$ cat src/sv/sitt_pkg.sv
// ----------------------------------------------------------------------------
// sitt_pkg
// Shared types and constants of the staggered isometric screen-to-tile picker.
// ----------------------------------------------------------------------------
package sitt_pkg;

    // Datapath widths.
    localparam int WX_W     = 18;   // world coordinate relative to the reference point
    localparam int MAG_W    = 17;   // magnitude of a world coordinate
    localparam int DIM_W    = 7;    // tile width and height
    localparam int ROWS_W   = 11;   // map_rows register
    localparam int ROW_W    = 10;   // result row
    localparam int COL_W    = 17;   // result column
    localparam int CODE_W   = 3;    // region code
    localparam int IDX_W    = 12;   // entry_index field
    localparam int ADDR_W   = 17;   // common table address before the range check
    localparam int CFG_AW   = 5;    // APB address
    localparam int CFG_DW   = 32;   // APB data

    // Commands.
    localparam logic CMD_WRITE = 1'b0;
    localparam logic CMD_MAP   = 1'b1;

    // Region codes stored in the mouse map.
    localparam logic [CODE_W-1:0] REG_CENTER = 3'd0;
    localparam logic [CODE_W-1:0] REG_NW     = 3'd1;
    localparam logic [CODE_W-1:0] REG_NE     = 3'd2;
    localparam logic [CODE_W-1:0] REG_SW     = 3'd3;
    localparam logic [CODE_W-1:0] REG_SE     = 3'd4;

    // Configuration register indexes (byte address is four times the index).
    localparam logic [2:0] CFG_TILE_WIDTH  = 3'd0;
    localparam logic [2:0] CFG_TILE_HEIGHT = 3'd1;
    localparam logic [2:0] CFG_REF_X       = 3'd2;
    localparam logic [2:0] CFG_REF_Y       = 3'd3;
    localparam logic [2:0] CFG_MAP_ROWS    = 3'd4;

    // Reset values.
    localparam logic [DIM_W-1:0]  RST_TILE_WIDTH  = 7'd64;
    localparam logic [DIM_W-1:0]  RST_TILE_HEIGHT = 7'd32;
    localparam logic [ROWS_W-1:0] RST_MAP_ROWS    = 11'd40;

    // Largest row count that still fits the row field.
    localparam logic [ROWS_W-1:0] ROWS_LIMIT = 11'd1024;

    // Result queue.
    localparam int FIFO_DEPTH = 32;
    localparam int FIFO_PTR_W = 5;
    localparam int FIFO_CNT_W = 6;

    // Side information that travels with an item through the divider.
    typedef struct packed {
        logic              cmd;
        logic [IDX_W-1:0]  idx;
        logic [CODE_W-1:0] value;
    } t_side;

    // One result transfer.
    typedef struct packed {
        logic             write_ack;
        logic [COL_W-1:0] col;
        logic [ROW_W-1:0] row;
    } t_result;

endpackage

$ cat src/sv/sitt_floor_div.sv
// ----------------------------------------------------------------------------
// sitt_floor_div
// Two-lane pipelined floor divider: one quotient bit per stage for x and y.
// ----------------------------------------------------------------------------
module sitt_floor_div (
    input  logic                                 i_clk,
    input  logic                                 i_rst_n,
    input  logic                                 i_valid,
    input  sitt_pkg::t_side                      i_side,
    input  logic signed [sitt_pkg::WX_W-1:0]     i_wx,
    input  logic signed [sitt_pkg::WX_W-1:0]     i_wy,
    input  logic        [sitt_pkg::DIM_W-1:0]    i_w,
    input  logic        [sitt_pkg::DIM_W-1:0]    i_h,
    output logic                                 o_valid,
    output sitt_pkg::t_side                      o_side,
    output logic signed [sitt_pkg::WX_W-1:0]     o_qx,
    output logic signed [sitt_pkg::WX_W-1:0]     o_qy,
    output logic        [sitt_pkg::DIM_W-1:0]    o_rx,
    output logic        [sitt_pkg::DIM_W-1:0]    o_ry
);
    import sitt_pkg::*;

    // One lane of the restoring divider: sign, partial remainder, and a
    // register that shifts dividend bits out and quotient bits in.
    typedef struct packed {
        logic             neg;
        logic [DIM_W-1:0] rem;
        logic [MAG_W-1:0] qn;
    } t_lane;

    logic  r_valid [0:MAG_W];
    t_side r_side  [0:MAG_W];
    t_lane r_lx    [0:MAG_W];
    t_lane r_ly    [0:MAG_W];

    logic                    r_out_valid;
    t_side                   r_out_side;
    logic signed [WX_W-1:0]  r_qx;
    logic signed [WX_W-1:0]  r_qy;
    logic [DIM_W-1:0]        r_rx;
    logic [DIM_W-1:0]        r_ry;

    logic signed [WX_W-1:0]  n_qx;
    logic signed [WX_W-1:0]  n_qy;
    logic [DIM_W-1:0]        n_rx;
    logic [DIM_W-1:0]        n_ry;

    // Split a signed value into sign and magnitude.
    function automatic t_lane lane_init(logic [WX_W-1:0] v);
        logic [WX_W-1:0] m;
        t_lane           a;
        m      = v[WX_W-1] ? (~v + 1'b1) : v;
        a.neg  = v[WX_W-1];
        a.rem  = '0;
        a.qn   = m[MAG_W-1:0];
        return a;
    endfunction

    // One restoring step: bring down the next dividend bit and subtract.
    function automatic t_lane div_step(t_lane a, logic [DIM_W-1:0] d);
        logic [DIM_W:0] t;
        t_lane          b;
        b    = a;
        t    = {a.rem, a.qn[MAG_W-1]};
        b.qn = {a.qn[MAG_W-2:0], 1'b0};
        if (t >= {1'b0, d}) begin
            t       = t - {1'b0, d};
            b.qn[0] = 1'b1;
        end
        b.rem = t[DIM_W-1:0];
        return b;
    endfunction

    // Turn a truncated result into a floor result with a non-negative remainder.
    function automatic logic [WX_W+DIM_W-1:0] floor_fix(t_lane a, logic [DIM_W-1:0] d);
        logic [WX_W-1:0]  q;
        logic [DIM_W-1:0] r;
        q = {1'b0, a.qn};
        r = a.rem;
        if (a.neg) begin
            if (a.rem != '0) begin
                q = ~q;
                r = d - a.rem;
            end else begin
                q = ~q + 1'b1;
            end
        end
        return {q, r};
    endfunction

    // Valid bits of the stages.
    always_ff @(posedge i_clk) begin
        if (!i_rst_n) begin
            for (int k = 0; k <= MAG_W; k++) begin
                r_valid[k] <= 1'b0;
            end
            r_out_valid <= 1'b0;
        end else begin
            r_valid[0] <= i_valid;
            for (int k = 0; k < MAG_W; k++) begin
                r_valid[k+1] <= r_valid[k];
            end
            r_out_valid <= r_valid[MAG_W];
        end
    end

    // Stage payloads: sign split, then one quotient bit per stage.
    always_ff @(posedge i_clk) begin
        r_side[0] <= i_side;
        r_lx[0]   <= lane_init(i_wx);
        r_ly[0]   <= lane_init(i_wy);
        for (int k = 0; k < MAG_W; k++) begin
            r_side[k+1] <= r_side[k];
            r_lx[k+1]   <= div_step(r_lx[k], i_w);
            r_ly[k+1]   <= div_step(r_ly[k], i_h);
        end
    end

    // Floor correction of the last stage.
    always_comb begin
        {n_qx, n_rx} = floor_fix(r_lx[MAG_W], i_w);
        {n_qy, n_ry} = floor_fix(r_ly[MAG_W], i_h);
    end

    always_ff @(posedge i_clk) begin
        r_out_side <= r_side[MAG_W];
        r_qx       <= n_qx;
        r_qy       <= n_qy;
        r_rx       <= n_rx;
        r_ry       <= n_ry;
    end

    assign o_valid = r_out_valid;
    assign o_side  = r_out_side;
    assign o_qx    = r_qx;
    assign o_qy    = r_qy;
    assign o_rx    = r_rx;
    assign o_ry    = r_ry;

    // A map lookup always leaves remainders below the divisors.
    a_rem_below_divisor: assert property (@(posedge i_clk) disable iff (!i_rst_n)
        (o_valid && o_side.cmd == CMD_MAP) |-> (o_rx < i_w && o_ry < i_h))
        else $error("floor remainder not below divisor");

endmodule

$ cat config.mk
export PLATFORM = sky130hd
export DESIGN_NAME = sitt_floor_div
export DESIGN_NICKNAME = d
export VERILOG_FILES = /design/src/sv/sitt_pkg.sv /design/src/sv/sitt_floor_div.sv
export SDC_FILE = /design/constraint.sdc
export NUM_CORES = 1
export LEC_CHECK = 0
export ABC_AREA = 1
export BUFFER_PORTS_ARGS = -buffer_cell sky130_fd_sc_hd__buf_2
export CAP_MARGIN = 20
export CORE_AREA = 2 2 382 384
export CTS_CLUSTER_DIAMETER = 40
export DETAILED_ROUTE_END_ITERATION = 7
export DIE_AREA = 0 0 384 386
export GPL_ROUTABILITY_DRIVEN = 0
export SLEW_MARGIN = 20
export SYNTH_ARGS = -nofsm -noshare
export SYNTH_HDL_FRONTEND = slang
export SYNTH_SLANG_ARGS = --single-unit
export TNS_END_PERCENT = 20
$ cat constraint.sdc
create_clock -name i_clk -period 2.2 [get_ports i_clk]
set_clock_uncertainty 0.1 [all_clocks]
set_input_delay 0.11 -clock i_clk [delete_from_list [all_inputs] [get_ports i_clk]]
set_output_delay 0.11 -clock i_clk [all_outputs]
set_load 0.02 [all_outputs]
Yosys cells after proc, flatten, opt, wreduce, memory -nomap -nowiden
Memory sizes are Yosys's and may differ from the RTL's. A register that Yosys moved wholly into a read port is not among the register bits.
Cells that the tools add are included.
Storage, ports and cells
  bits in registers: 50
  bits in writable memories: 1206
  bits of input ports: 69
  output and inout bits: 67
  word-level logic and storage cells: 207
  memories kept: 4
Cells by class
  add/subtract/negate cells: 40
  $lt $le $gt $ge: 34
  muxes and demuxes: 98
  bitwise logic cells: 22
  reductions and logical operators: 3
Memory list
  r_lx: depth 18, width 25, read ports 18, clocked after memory_dff 0, wr ports 18, line sitt_floor_div.sv:33  | t_lane r_lx [0:MAG_W];
  r_ly: depth 18, width 25, read ports 18, clocked after memory_dff 0, wr ports 18, line sitt_floor_div.sv:34  | t_lane r_ly [0:MAG_W];
  r_side: depth 18, width 16, read ports 18, clocked after memory_dff 1, wr ports 18, line sitt_floor_div.sv:32  | t_side r_side [0:MAG_W];
  r_valid: depth 18, width 1, read ports 18, clocked after memory_dff 1, wr ports 18, line sitt_floor_div.sv:31  | logic r_valid [0:MAG_W];
Operator list (count)
  $ge 8x7->1: 34
  $mux 7: 38
  $sub 7x7->7: 36
  $mux 17: 4
  $mux 1: 54
  $add 18x1->18 const B: 2
  $mux 18: 2
  $not 17->18: 2
  $add 17x1->17 const B: 2
  $not 17->17: 2
  $or 1x1->1: 18
  $reduce_bool 7->1: 2
  $logic_not 1->1: 1

Logic depth before layout (Yosys ltp)
An unclocked memory read counts as a cell.
  depth in word-level cells: 5
  gate-level depth with buffers: 12
  gate-level depth less buffers: 12

Least setup slack after synthesis
Ideal clock, no wire load.
  path type: input to register
  start: in i_h[2] in the netlist's numbering
  end: mem r_ly[10][22] in the netlist's numbering
  library setup time: 0.059 ns
  data arrival time: 1.697 ns
  required time: 2.041 ns
  setup slack: 0.344 ns
  cell stages on the path: 9
  buffers on the path: 1
  path through: clkinv_1 -> ha_1 -> nand2_1 -> o21ai_2 -> nand2_1 -> nand3_2 -> buf_6 -> nand3_1 -> nand2_1
RTL lines
  start: declaration: line sitt_floor_div.sv:13  | input logic [sitt_pkg::DIM_W-1:0] i_h,
  end: declaration: line sitt_floor_div.sv:34

==> flow_summary.json <==
{
  "regArea_um2": 25200,
  "drtIter0Drc": 1042,
  "die_area_um2": 148000,
  "synthArstFlopShare_pct": 0,
  "wl_per_cell_um": 11.0,
  "antenna_left": 0,
  "powerDensity_nw_per_um2": 1460,
  "wirelength_mm": 73.0,
  "required_ns": 2.79,
  "multiInputGateArea_um2": 14000,
  "period_needed_ns": 2.25,
  "worstHoldPathCells": 4,
  "die_y_um": 386,
  "worst_pin_slew_ns": 0.541,
  "cts_tree": "built",
  "start_util_pct": 28.7,
  "violations": "setup timing",
  "syn_area_per_cell_um2": 10.0,
  "diodes": 0,
  "worst_slack_ns": -0.0550,
  "synth_edf_count": 0,
  "setup_viol": 5,
  "ctsLongestPathBuffers": 3,
  "drive_gt1_share_pct": 13.3,
  "drv_cap": 0,
  "relSlewSlack_pct": 63.9,
  "wl_met2_mm": 33.9,
  "max_stage_delay_ns": 0.57,
  "worstSetupPathType": "input pin to flip-flop",
  "top_layer": "met4",
  "antenna_found_initial": 0,
  "nets": 4947,
  "fin_tns_setup_ns": -0.136,
  "synth_area_leader_cell": "dfxtp_1",
  "synthTopCellsByCount": "1259 x dfxtp_1, 907 x nand2_1, 536 x inv_1",
  "hp-class": "input pin to flip-flop",
  "synth-main-ff-cell": "dfxtp_1",
  "rsz0062_at_grt": "yes",
  "cts_htree_levels": 4,
  "yosysWarnings": 0,
  "drc": 0,
  "synthesis.nets": 4487,
  "synth_cell_types": 40,
  "wl_met3_mm": 3.33,
  "grt_max_degree": 24,
  "netlist_area_um2": 41500,
  "core_area_um2": 145000,
  "grt_pass1_wl_mm": 122,
  "dieWidth_um": 384,
  "crit_top_cell": "dlygate4sd3_1",
  "dp_hpwl_mm": 48.8,
  "drv_slew": 0,
  "fillers": 14100,
  "cp-end-kind": "flip-flop",
  "synth_top_area_share_pct": 60.7,
  "rows": 140,
  "netlist_instances": 4140,
  "yosysMostFrequentCell": "dfxtp_1",
  "cts_buffers": 154,
  "path_clk_slew_ns": 0.06,
  "via_per_inst": 4.04,
  "reg2regPathDepth": 8,
  "firstDrtPassIters": 5,
  "timing.fmax_mhz": 443,
  "leakage_nw": 24.4,
  "io_buffers": 135,
  "p_total_w": 0.0758,
  "crit_chain": "dlygate4sd3_1, buf_2, inv_1, ha_4, nand3_2, nor2_2, nand2_1, nand2_2, o211ai_1, dlygate4sd3_1, nand2_1, dlygate4sd3_1",
  "grt_overflow": 0,
  "cts-root-buf": "clkbuf_16",
  "clk_latency_ns": 0.76,
  "cp.arrival_ns": 2.85,
  "grt_pass1_vias": 26300,
  "syn2layout_area_growth_pct": 25.2,
  "timing.final.crit_share_pct": 102,
  "start_kind": "input pin",
  "pin_count": 136,
  "clock-sinks": 1259,
  "ir_drop_mv": 0.853,
  "synth_area_leaders": "dfxtp_1 61%, nand2_1 8.2%, ha_1 7.4%, inv_1 4.8%, xor2_1 2.2%",
  "via_count": 26800,
  "hold_viol": 0,
  "cp_slowest_cell": "dlygate4sd3_1",
  "ys_seq_area_share_pct": 60.7,
  "met1_length_mm": 33.3,
  "synth_seq_cells": 1259,
  "grtUsageTotal_pct": 9.91,
  "status": "finished, violations left",
  "cp_max_fo": 5
}
-- critical path, delay by kind of cell --
kind	cells	cell delay [ns]
and+or+nand+nor	5	0.53
AOI/OAI and AO/OA	1	0.10
adders and majority gates	1	0.19
buffers and inverters	5	1.91
-- layout by cell type, fill, tap and decap left out, types with 7 or more instances in the layout --
cell           netlist  routed
nand3_1            168     165
clkinv_16            0       9
fa_1                34      34
nand3b_1            34      34
nand4_1             43      43
a21oi_4              7       7
buf_12               0      14
a21oi_1            127     127
clkinvlp_4           0       9
clkinv_2             0      15
buf_4                9      47
nand3_4              7       8
nor2_1             176     173
ha_1               244     241
bufinv_16            0      15
clkinv_4             0      13
xor2_1             103     103
o22ai_1              7       7
or2_1               23      23
o21ai_0            129     127
a21oi_2             17      17
dlygate4sd3_1        0     145
o21ai_1             91      93
nor3_1               9       9
o21ai_2             39      38
a31oi_1             16      16
clkbuf_1             5      10
inv_8                0      12
dfxtp_1           1259    1258
clkbuf_16            0     154
or2_2               15      15
xnor2_1             41      41
nand2_1            907     901
nand2_2              1       7
inv_1              536     532
inv_6                0      20
nand3_2             26      28
clkbuf_8             0      15
buf_2                4     135
nor3_2              24      24
-- state kept, by name, summed over array words and instances (netlist names) --
| name | flops |
|---|---|
| r_side | 288 |
| r_valid | 18 |
| o_qx | 18 |
| o_side | 16 |
| o_ry | 7 |
| r_lx | 443 |
| o_rx | 7 |
| r_ly | 443 |
| o_qy | 18 |
| o_valid | 1 |
-- routing by layer --
layer / vias up / GRT usage (%)
met5: - / 0
met4: 0 / 4.41
met3: 186 / 2.74
met2: 462 / 16.7
met1: 12000 / 11.7
li1: 14100 / -
-- cell families (layout without fill, tap and decap cells) --
| group | count (synthesis) | after routing | synth area share [%] |
|---|---|---|---|
| adders and majority gates | 278 | 278 | 9.00 |
| DFF | 1259 | 1259 | 60.7 |
| buffers and inverters | 575 | 1159 | 5.64 |
| AOI/OAI and AO/OA | 443 | 443 | 6.17 |
| xor gates and xnor gates | 144 | 144 | 3.04 |
| and+or+nand+nor | 1441 | 1441 | 15.4 |
-- layout make-up --
class / instances / share of cell area (%)
inverter: 538 / 3.89
clock buffer: 179 / 7.89
tap: 1917 / 4.62
clock inverter: 101 / 2.74
multi-input combinational: 2306 / 27.0
sequential: 1259 / 48.5
timing repair buffer: 341 / 5.31
-- worst paths after layout --
kind	end	slack, ns	startpoint
setup / recovery	r_lx[0][14]$_DFF_P_	-0.05	i_wx[1]
hold / removal	r_ly[0][1]$_DFF_P_	0.11	i_wy[1]
setup reg to reg	r_ly[1][23]$_SDFF_PN0_	0.12	r_ly[0][16]$_DFF_P_
hold reg to reg	r_lx[8][5]$_DFF_P_	0.18	r_lx[7][4]$_DFF_P_
-- where the power goes --
| group | switching [W] | internal, W | total (W) |
|---|---|---|---|
| clock | 0.0103 | 0.0156 | 0.0259 |
| sequential | 0.00221 | 0.0282 | 0.0304 |
| combinational | 0.0117 | 0.00780 | 0.0195 |
| total | 0.0242 | 0.0516 | 0.0758 |
-- per-stage QoR --
| stage | setup slack [ns] | util, % | instance area, um2 | instances | hold WS (ns) |
|---|---|---|---|---|---|
| 2_1_floorplan | 0.344 | - | 41500 | 4140 | 0.0377 |
| 3_3_place_gp | 0.113 | 31.0 | 44800 | 6210 | 0.112 |
| 3_5_place_dp | 0.0606 | 31.0 | 44800 | 6210 | 0.114 |
| 4_1_cts | 0.0154 | 35.9 | 51800 | 6638 | 0.00554 |
| 5_1_grt | -0.104 | 35.9 | 51900 | 6641 | 0.0698 |
| 6_report | -0.0550 | 35.9 | 51900 | 6641 | 0.105 |
-- what timing repair did --
| action | CTS | global route |
|---|---|---|
| endpoints found under the setup margin | 0 | 13 |
| resized for setup | 0 | 28 |
| hold buffers | 148 | 0 |
| buffers inserted | 0 | 6 |
| hold endpoints to repair | 133 | 0 |
Power figures use the tool's default switching activity.
